## config.mk

```make
export PLATFORM = sky130hd
export DESIGN_NAME = alt_newest
export DESIGN_NICKNAME = d
export VERILOG_FILES = /design/src/alt_pkg.sv /design/src/alt_newest.sv
export SDC_FILE = /design/constraint.sdc
export NUM_CORES = 1
export LEC_CHECK = 0
export BUFFER_PORTS_ARGS = -buffer_cell sky130_fd_sc_hd__buf_2
export CAP_MARGIN = 5
export CORE_AREA = 2 2 108 110
export DETAILED_ROUTE_END_ITERATION = 12
export DIE_AREA = 0 0 110 112
export PLACE_DENSITY = 0.81
export SKIP_LAST_GASP = 1
export SLEW_MARGIN = 15
export SYNTH_ARGS = -nofsm -noshare
export SYNTH_HDL_FRONTEND = slang
export SYNTH_SLANG_ARGS = --single-unit
```

## constraint.sdc

```tcl
create_clock -name vclk -period 7.9
set_input_delay 0 -clock vclk [all_inputs]
set_output_delay 0 -clock vclk [all_outputs]
set_load 0.005 [all_outputs]
```

## src/alt_pkg.sv

```systemverilog
// Package for the allocation leak tracker.
// Holds transfer payload types, command and status codes and table entry type.
// No dependencies.
package alt_pkg;

    typedef struct packed {
        logic [1:0]  command;
        logic [15:0] line_key;
        logic [31:0] byte_count;
    } item_t;

    typedef struct packed {
        logic [2:0]  status;
        logic [15:0] leak_line;
        logic [31:0] leak_bytes;
        logic        last_result;
    } result_t;

    typedef struct packed {
        logic [15:0] line;
        logic [31:0] bytes;
        logic [15:0] stamp;
    } way_t;

    localparam logic [1:0] CMD_RECORD  = 2'd0;
    localparam logic [1:0] CMD_RELEASE = 2'd1;
    localparam logic [1:0] CMD_REPORT  = 2'd2;

    localparam logic [2:0] ST_OK       = 3'd0;
    localparam logic [2:0] ST_BAD_FREE = 3'd1;
    localparam logic [2:0] ST_FULL     = 3'd2;
    localparam logic [2:0] ST_LEAK     = 3'd3;
    localparam logic [2:0] ST_NO_LEAKS = 3'd4;

    localparam int unsigned MAX_OUT = 64;

endpackage

```

## src/alt_newest.sv

```systemverilog
// Newest-entry selector over the ways of one bucket row.
// Depends on alt_pkg.
module alt_newest #(
    parameter int unsigned WAYS  = 4,
    parameter int unsigned WAY_W = 2
) (
    input  logic [WAYS-1:0]               cand,
    input  alt_pkg::way_t [WAYS-1:0]      row,
    input  logic [15:0]                   counter,
    output logic                          found,
    output logic [WAY_W-1:0]              idx
);
    import alt_pkg::*;

    logic [15:0] best_age;
    logic [15:0] age;

    always_comb
    begin
        found    = 1'b0;
        idx      = '0;
        best_age = '0;
        age      = '0;
        for (int w = 0; w < WAYS; w++)
        begin
            age = counter - row[w].stamp;
            if (cand[w] && (!found || age < best_age))
            begin
                found    = 1'b1;
                idx      = WAY_W'(w);
                best_age = age;
            end
        end
    end

endmodule

```

# Yosys cells after proc, flatten, opt, wreduce, memory -nomap -nowiden
# Cells that the tools add are included.
[classes]
add_sub_neg = 4
order_cmp = 3
muxes = 10
reduce_logical = 9
[ops]
columns = ["op", "count"]
rows = [
  ["subtractor 16 bit", 4],
  ["less-than comparator 16 bit", 3],
  ["two-way mux 16 bit", 3],
  ["two-way mux 1 bit", 5],
  ["two-way mux 2 bit", 2],
  ["logical AND 1 bit", 3],
  ["zero test 1 bit", 3],
  ["logical OR 1 bit", 3],
]
[totals]
register_bits = 0
input_bits = 276
output_inout_bits = 3
wordCells = 26

# Longest topological paths before layout
# Gate-level depths: netlist of run 1.
[depth]
depth_word = 14
mapped_depth = 43
depth_no_buf = 40

# Least setup slack after synthesis of run 1
# Ideal clock, no wire load.
[synth_timing]
path_kind = "input port to output port"
startpoint = "input port counter[0]"
endpoint = "output port idx[1]"
arrival_ns = 7.055
required_ns = 7.900
setup_slack_ns = 0.845
path_stages = 38
n_path_buf = 2
path_cell_list = "inv_1 ha_1 inv_1 fa_1 a211oi_1 o21bai_1 o21a_1 a21o_1 a21oi_1 xnor2_1 ha_1 nand4_1 a211oi_1 a2111oi_1 o2111ai_1 o21ai_4 buf_2 mux2i_1 [... 2 more ...] nor2b_1 o21ai_1 nand2b_1 a2111oi_0 and3_1 a32oi_1 and2_1 buf_6 mux2_1 ha_1 and4_1 o21ai_0 or3_1 a211oi_1 o2111ai_1 o211ai_1 a31oi_1 or2_1"
[synth_between]
elab_chain_len = 14
word_cells_on_any_way = 22
classes_between = "add/sub: 4; order compare: 3; mux: 7; reduce/logical: 8"
[synth_rtl]
columns = ["element", "line", "text"]
rows = [
  ["start: declaration", "alt_newest.sv:9", "input logic [15:0] counter,"],
  ["subtractor 16 bit", "alt_newest.sv:26", "age = counter - row[w].stamp;"],
  ["two-way mux 16 bit", "alt_newest.sv:27", "if (cand[w] && (!found || age < best_age))"],
  ["less-than comparator 16 bit", "alt_newest.sv:27", ""],
  ["logical OR 1 bit", "alt_newest.sv:27", ""],
  ["logical AND 1 bit", "alt_newest.sv:27", ""],
  ["two-way mux 16 bit / two-way mux 1 bit (equally long branches)", "alt_newest.sv:27", ""],
  ["less-than comparator 16 bit / zero test 1 bit (equally long branches)", "alt_newest.sv:27", ""],
  ["logical OR 1 bit", "alt_newest.sv:27", ""],
  ["logical AND 1 bit", "alt_newest.sv:27", ""],
  ["two-way mux 16 bit / two-way mux 1 bit (equally long branches)", "alt_newest.sv:27", ""],
  ["less-than comparator 16 bit / zero test 1 bit (equally long branches)", "alt_newest.sv:27", ""],
  ["logical OR 1 bit", "alt_newest.sv:27", ""],
  ["logical AND 1 bit", "alt_newest.sv:27", ""],
  ["two-way mux 2 bit *", "alt_newest.sv:27", ""],
  ["end: declaration", "alt_newest.sv:11", "output logic [WAY_W-1:0] idx"],
]
# Every way passes the cells marked *; elsewhere a longest branch is shown, timed or not.

# Worst setup path after layout of run 1
# Same ends and word-level chain as after synthesis.

==> results of run 1 <==
==> timing repair <==
action | 4_1_cts | 5_1_grt
gates resized for setup | 0 | 18
setup buffers | 0 | 3
endpoints found under the setup margin | 0 | 2
==> worst min-delay path, stage by stage <==
cell and delay [ns]:
buf_2 0.08, or2_2 0.09, buf_2 0.09
==> power groups by stage <==
stage	Clock, mW	Sequential, mW	Combinational [mW]
after detailed placement	0	0	0.666
after global placement	0	0	0.652
after global routing	0	0	0.790
after CTS	0	0	0.672
final	0	0	0.701
after floorplan	0	0	0.480
==> cell type report <==
type | instances | share of cell area [%]
multi-input cells | 540 | 77.67
inverters | 90 | 6.288
well taps | 143 | 3.330
repair buffers | 120 | 12.72
==> stage by stage <==
step           worst slack [ns]  cell area [um^2]  cells
6_report                 0.5110              5373    893
5_1_grt                 0.03469              5373    893
4_1_cts                  0.1240              5281    890
3_5_place_dp             0.1562              5281    890
3_3_place_gp             0.2099              5281    890
2_1_floorplan            0.8453              4493    638
==> cell families after synthesis <==
logic type,after synthesis,synth area share [%]
muxes,14,3.397
buffers and inverters,98,8.660
AOI/OAI and AO/OA,196,28.60
xor gates and xnor gates,41,7.992
and+or+nand+nor,180,20.33
adders and majority gates,109,31.02
==> how the worst min path moves through the flow <==
| stage | depth (start not counted) | startpoint | slack, ns | endpoint |
|---|---|---|---|---|
| 2_1_floorplan | 1 | cand[3] | 0.09 | found |
| 3_3_place_gp | 3 | cand[3] | 0.27 | found |
| 3_5_place_dp | 3 | cand[3] | 0.27 | found |
| 4_1_cts | 3 | cand[3] | 0.27 | found |
| 5_1_grt | 3 | cand[3] | 0.30 | found |
| 6_report | 3 | cand[3] | 0.27 | found |
==> cells in the final DEF (no fill, tap or decap), types with 3 or more instances in the layout <==
cell type and count:
o21ai_1 12, a21oi_2 3, o21a_1 22, nand4_1 7, a21oi_1 51, a2111oi_2 3, ha_1 105, or3_1 10
mux2i_2 3, o21ai_0 29, buf_4 33, fa_1 4, or2_2 4, inv_1 89, xnor2_1 24, o211ai_1 5
nor3_1 16, nor4_1 3, nor2_1 37, xor2_1 17, buf_2 87, a21o_1 29, nand2b_1 14, nand3_1 16
nor2b_1 11, and3_1 10, mux2i_1 7, a211oi_2 3, a31oi_1 6, o31ai_1 3, nand2_1 39, a211oi_1 4
==> layer usage <==
| layer | wire [um] | vias to the layer above |
|---|---|---|
| li1 | - | 2531 |
| met1 | 5697 | 2167 |
| met2 | 5447 | 116 |
| met3 | 538 | 24 |
| met4 | 346 | 0 |
| met5 | 0 | - |
==> results.json, run 1 <==
{
  "outcome": "complete, no violations",
  "clkbuf_count": 0,
  "die-area_um2": 12320,
  "crit_cells": 40,
  "holdBufCountCts": 0,
  "ys_types": 63,
  "wl_um": 12030,
  "cpMaxStageDelayCell": "fa_1",
  "setup_tns_ns": 0,
  "worstSetupPathType": "input port to output port",
  "grt_setup_unrepaired": "no",
  "hold_class": "input port to output port",
  "drive_above_1_share_pct": 19.87,
  "synth_most_common_cell": "ha_1",
  "met2_usage_pct": 33.17,
  "period_minus_slack_ns": 7.389,
  "firstDrtPassIters": 4,
  "rows": 39,
  "path_delay_family": "compound AO/OA/AOI/OAI gates",
  "num_antenna_cells": 0,
  "grt_pass1_vias": 4590,
  "place.gp.congestion": 0.9388,
  "vias": 4838,
  "seqCellArea_um2": 0,
  "p_int_mw": 0.3316,
  "power_frac_clock_pct": 0,
  "crit_end": "idx[1]",
  "crit_arrival_ns": 7.39,
  "synthCells": 638,
  "power_frac_comb_pct": 100.0,
  "die_h_um": 112,
  "ys_seq_area_share_pct": 0,
  "dp_hpwl_um": 10640,
  "worstSetupStartpointType": "input port",
  "crit_fanout": 7,
  "total_leakage_power_nw": 2.883,
  "synthTopCellsByCount": "ha_1 (105), inv_1 (89), a21oi_1 (53)",
  "grt_overflow": 0,
  "portBuffers": 87,
  "powerDensity_nw_per_um2": 130.4,
  "fin_util_pct": 48.08,
  "use_met3_pct": 0.8197,
  "vdd.ir_drop.worst_mv": 0.05746,
  "antenna_found_initial": 0,
  "report.final.slew_viol_count": 0,
  "seqPwrFrac_pct": 0,
  "switching_share_pct": 52.68,
  "max_slew_margin_pct": 54.65,
  "drt-initial-drc-count": 222,
  "grt_use_met1_pct": 26.98,
  "timing.max_cap.violations": 0,
  "start_util_pct": 40.21,
  "total_power_mw": 0.7007,
  "yosys_warnings": 0,
  "hold_viol": 0,
  "hold_ws_ns": 0.2677,
  "netlist_area_um2": 4493,
  "crit_top_cell": "ha_1",
  "seq_cell_count": 0,
  "tightestPinTransition_ns": 0.6715,
  "n_fill_cell": 1103,
  "coreArea_um2": 11170,
  "period_share_pct": 93.53,
  "ant_nets": 0,
  "nets": 1137,
  "grt_usage_pct": 19.57,
  "die_w_um": 110,
  "cp.buffers_inverters": 6,
  "critical-path-max-stage-delay_ns": 0.41,
  "synth_top_area_share_pct": 29.24,
  "critPathLaunch": "counter[0]",
  "required_ns": 7.90,
  "viasPerCell": 5.418,
  "setup_viol_count_final": 0,
  "wl_per_cell_um": 13.47,
  "syn_area_per_cell_um2": 7.042,
  "yosysTopAreaCell": "ha_1",
  "route.detailed.drc": 0,
  "synthTopCellsByArea": "ha_1 (29%), inv_1 (7.4%), a21oi_1 (5.9%)",
  "busiest_layer": "met2",
  "grt_pass1_wl_um": 19970,
  "net-switching-power_mw": 0.3691,
  "syn_to_final_growth_pct": 19.58,
  "multi_input_area_um2": 4173,
  "cp-end-kind": "output port",
  "grt_max_degree": 19,
  "pin_count": 279,
  "fmax_mhz": 135.3,
  "syn-num-nets": 1023
}
(Power assumes the default switching activity.)
==> run 2, diff against run 1 <==
- ABC_AREA: unset -> 1
- PLACE_DENSITY: 0.81 -> 0.76
==> run 2 against run 1 <==
Effect of this change: synthesized area shrank 11%; power shrank 22%; final area shrank 14%; critical path depth grew 15; synthesized cell count grew 0.78%; core utilization shrank 6.9 points; die area is the same; via count shrank 17%; sequential share of layout area is the same; sequential cell count is the same; largest cell class unchanged.
==> results.json, run 2 <==
{
  "outcome": "complete, no violations",
  "rows": 39,
  "setup_ws_ns": 0.8917,
  "grt_pass1_wl_um": 16700,
  "grt_usage_pct": 16.10,
  "cpMaxStageDelayCell": "fa_1",
  "post-cts-setup-buffers": 0,
  "timing.max_cap.violations": 0,
  "synth_top_family_by_area": "adder cells",
  "yosysTopAreaCell": "ha_1",
  "multi_input_area_um2": 3430,
  "synthTopCellsByCount": "inv_1 (137), nand2_1 (120), ha_1 (105)",
  "synth_top_area_share_pct": 32.91,
  "synthCells": 643,
  "required_ns": 7.90,
  "vdd.ir_drop.worst_mv": 0.04238,
  "seq_cell_count": 0,
  "synthSimpleGateAreaFrac_pct": 19.71,
  "die-area_um2": 12320,
  "cp-end-kind": "output port",
  "report.final.slew_viol_count": 0,
  "ant_nets": 0,
  "drt-initial-drc-count": 101,
  "period_minus_slack_ns": 7.008,
  "viasPerCell": 4.631,
  "start_util_pct": 35.73,
  "setup_viol_count_final": 0,
  "dp_slack_ns": 0.6088,
  "syn-num-nets": 1028,
  "die_h_um": 112,
  "syn_area_per_cell_um2": 6.209,
  "portBuffers": 87,
  "clkbuf_count": 0,
  "vias": 4020,
  "n_fill_cell": 1187,
  "hold_class": "input port to output port",
  "crit_fanout": 33,
  "synthTopCellsByArea": "ha_1 (33%), inv_1 (13%), nand2_1 (11%)",
  "firstDrtPassIters": 4,
  "yosys_warnings": 0,
  "layout_common_cells": "inv_1 (137), nand2_1 (119), ha_1 (105)",
  "synth_most_common_cell": "inv_1",
  "pin_count": 279,
  "antenna_found_initial": 0,
  "worstHoldEndpoint": "found",
  "crit_top_cell": "nand2_1",
  "tightestPinTransition_ns": 0.5112,
  "max_slew_margin_pct": 65.88,
  "synthMuxAreaShare_pct": 0,
  "ys_seq_area_share_pct": 0,
  "grt_overflow": 0,
  "total_power_mw": 0.5451,
  "die_w_um": 110,
  "cp.buffers_inverters": 8,
  "num_antenna_cells": 0,
  "path_delay_family": "simple AND/OR/NAND/NOR gates",
  "hold_viol": 0,
  "drive_above_1_share_pct": 15.86,
  "coreArea_um2": 11170,
  "ys_types": 33,
  "powerDensity_nw_per_um2": 118.4,
  "synth_xor_area_share_pct": 10.09,
  "period_share_pct": 88.71,
  "dp_hpwl_um": 8649,
  "synth_fa_ha_area_share_pct": 34.91,
  "grt_pass1_vias": 3918,
  "grt_max_degree": 34,
  "seqCellArea_um2": 0,
  "setup_tns_ns": 0,
  "route.detailed.drc": 0,
  "fin_util_pct": 41.20,
  "nets": 1112,
  "place.gp.congestion": 0.8030,
  "netlist_area_um2": 3993,
  "crit_arrival_ns": 7.01,
  "hold_ws_ns": 0.2679,
  "total_leakage_power_nw": 2.801,
  "wl_um": 9595,
  "syn_to_final_growth_pct": 15.32,
  "final_common_cell": "inv_1",
  "hp-start": "cand[3]",
  "worstSetupPathType": "input port to output port",
  "hold_depth": 3,
  "critical-path-max-stage-delay_ns": 0.42,
  "synth_compound_area_share_pct": 21.00,
  "fmax_mhz": 142.7,
  "grt_setup_unrepaired": "no",
  "wl_per_cell_um": 11.05,
  "worstSetupStartpointType": "input port"
}
==> run 2: cell count changes after synthesis, moves of 14 or more <==
cell	delta
nand2_1	+81
inv_1	+48
a21o_1	-28
o21a_1	-19
xor2_1	+18
nor3_1	-15
nand2b_1	-14
==> run 2: metrics by stage <==
step                area, um^2  instances
finish                    4604        868
global route              4604        868
CTS                       4597        868
detailed placement        4597        868
global placement          4597        868
floorplan                 3993        643
==> run 2: where the power goes <==
part | switching (mW) | total [mW] | internal (mW)
combinational | 0.319 | 0.545 | 0.226
clock | 0 | 0 | 0
sequential | 0 | 0 | 0
==> run 2: how the worst max path moves through the flow <==
stage	startpoint	to	slack [ns]	cells past startpoint
after floorplan	counter[0]	idx[0]	2.12	53
after detailed placement	counter[0]	idx[1]	0.61	54
after CTS	counter[0]	idx[1]	0.58	54
after global routing	counter[0]	idx[1]	0.03	55
after global placement	counter[0]	idx[1]	0.71	55
final	counter[0]	idx[1]	0.89	55
==> run 2: area by class of cell <==
| class | instances | area share [%] |
|---|---|---|
| timing repair buffer | 89 | 10.05 |
| inverter | 142 | 11.58 |
| tap | 143 | 3.886 |
| multi-input combinational | 494 | 74.48 |
==> run 2: what timing repair did <==
action | CTS | global route
endpoints found under the hold margin | 0 | 0
hold buffers | 0 | 0
resized for setup | 0 | 2
endpoints found under the setup margin | 0 | 2
==> run 2: metal layers <==
metal | global-route usage (%) | routed length, um | share of wire (%)
met5 | 0 | 0 | 0
met4 | 0.6751 | 23 | 0.24
met3 | 1.054 | 378 | 3.9
met2 | 27.16 | 4165 | 43
met1 | 23.45 | 5026 | 52
==> run 2: kinds of logic (layout without fill, tap and decap cells) <==
group | Yosys count | count (layout)
simple gates | 192 | 192
buf+inv | 149 | 231
compound gates | 147 | 147
fa+ha+maj | 109 | 109
xor+xnor | 46 | 46
==> run 3, diff against run 2 <==
- ABC_AREA: 1 -> unset
- PLACE_DENSITY: 0.76 -> 0.81
- clock period: 7.9 -> 8.3 ns (I/O delays scaled with it)
==> run 3 against run 2 <==
Effect of this change: sequential share of layout area is the same; power grew 16%; final cell count grew 0.23%; hold slack lost 0.00070 ns; clock-buffer cell count is the same; setup slack lost 0.43 ns; die area is the same.
==> results.json, run 3 (same netlist as run 1, synthesis figures left out) <==
{
  "worstSetupStartpointType": "input port",
  "crit_top_cell": "a21o_1",
  "period_share_pct": 94.43,
  "antenna_found_initial": 0,
  "die_w_um": 110,
  "worstSetupPathType": "input port to output port",
  "coreArea_um2": 11170,
  "syn_to_final_growth_pct": 15.37,
  "n_fill_cell": 1115,
  "final_common_cell": "ha_1",
  "seqCellArea_um2": 0,
  "report.final.slew_viol_count": 0,
  "fmax_mhz": 127.6,
  "hold_ws_ns": 0.2672,
  "grt_overflow": 0,
  "ant_nets": 0,
  "crit_arrival_ns": 7.84,
  "dp_slack_ns": 0.1920,
  "layout_common_cells": "ha_1 (105), inv_1 (89), buf_2 (87)",
  "nets": 1114,
  "cp-end-kind": "output port",
  "critical-path-max-stage-delay_ns": 0.48,
  "total_power_mw": 0.6336,
  "die-area_um2": 12320,
  "viasPerCell": 5.606,
  "fin_util_pct": 46.39,
  "timing.max_cap.violations": 0,
  "multi_input_area_um2": 4144,
  "outcome": "complete, no violations",
  "final_cell_count_no_fill": 870,
  "num_antenna_cells": 0,
  "start_util_pct": 40.21,
  "grt_pass1_wl_um": 20040,
  "cpMaxStageDelayCell": "a2111oi_2",
  "design_area_um2": 5184,
  "seq_cell_count": 0,
  "hp-start": "cand[3]",
  "total_leakage_power_nw": 2.772,
  "wl_um": 12340,
  "wl_per_cell_um": 14.18,
  "vdd.ir_drop.worst_mv": 0.05491,
  "vias": 4877,
  "portBuffers": 87,
  "grt_usage_pct": 19.57,
  "place.gp.congestion": 0.9092,
  "drive_above_1_share_pct": 16.37,
  "pin_count": 279,
  "tightestPinTransition_ns": 0.7553,
  "crit_fanout": 7,
  "period_minus_slack_ns": 7.838,
  "holdBufCountCts": 0,
  "grt_max_degree": 20,
  "critPathLaunch": "counter[0]",
  "dp_cells": 868,
  "max_slew_margin_pct": 48.35,
  "hold_class": "input port to output port",
  "rows": 39,
  "drt-initial-drc-count": 255,
  "setup_viol_count_final": 0,
  "firstDrtPassIters": 5,
  "setup_ws_ns": 0.4621,
  "placed_cell_area_um2": 5116,
  "powerDensity_nw_per_um2": 122.2,
  "setup_tns_ns": 0,
  "grt_pass1_vias": 4575,
  "dp_hpwl_um": 10650,
  "route.detailed.drc": 0,
  "die_h_um": 112,
  "hold_viol": 0,
  "required_ns": 8.30,
  "clkbuf_count": 0
}
## run 3: cell count changes in the layout (fill, tap and decap cells not counted), moves of 14 or more
cell | before | now
a21o_1 | 1 | 29
a21oi_1 | 66 | 52
inv_1 | 137 | 89
nand2_1 | 119 | 39
nand2b_1 | 0 | 14
nor3_1 | 2 | 16
o21a_1 | 3 | 22
xor2_1 | 35 | 17
## run 3: worst paths after layout
check | slack [ns] | to | cells after the start
worst max-delay path | 0.46 | idx[1] | 43
worst min-delay path | 0.27 | found | 3
## run 3: metal layers
layer | up-vias | part of all wire, % | global-route usage, % | wire length (um)
met5 | - | 0 | 0 | 0
met4 | 0 | 1.7 | 3.882 | 212
met3 | 18 | 5.3 | 0.4684 | 659
met2 | 152 | 47 | 33.74 | 5792
met1 | 2229 | 46 | 27.05 | 5672
li1 | 2478 | - | - | -
## run 3: layout make-up
cell class                 count  share of cell area, %
timing repair buffer          97                  10.09
tap                          143                  3.452
inverter                      90                  6.517
multi-input combinational    540                  79.94
## run 3: timing repair
item,4_1_cts,5_1_grt
endpoints found under the setup margin,0,2
buffers inserted,0,2
gates resized for setup,0,9
## run 3: power breakdown
group	internal (mW)	leakage (nW)	total, mW	switching [mW]
logic	0.288	2.77	0.634	0.346
registers	0	0	0	0
clock network	0	0	0	0
total	0.288	2.77	0.634	0.346
## run 3: worst max-delay path: cells and delay by family
kind	cells	cell delay, ns
xor+xnor	1	0.17
buf+inv	7	0.80
mux	1	0.16
compound gates	24	4.41
fa+ha+maj	5	1.47
simple gates	5	0.78
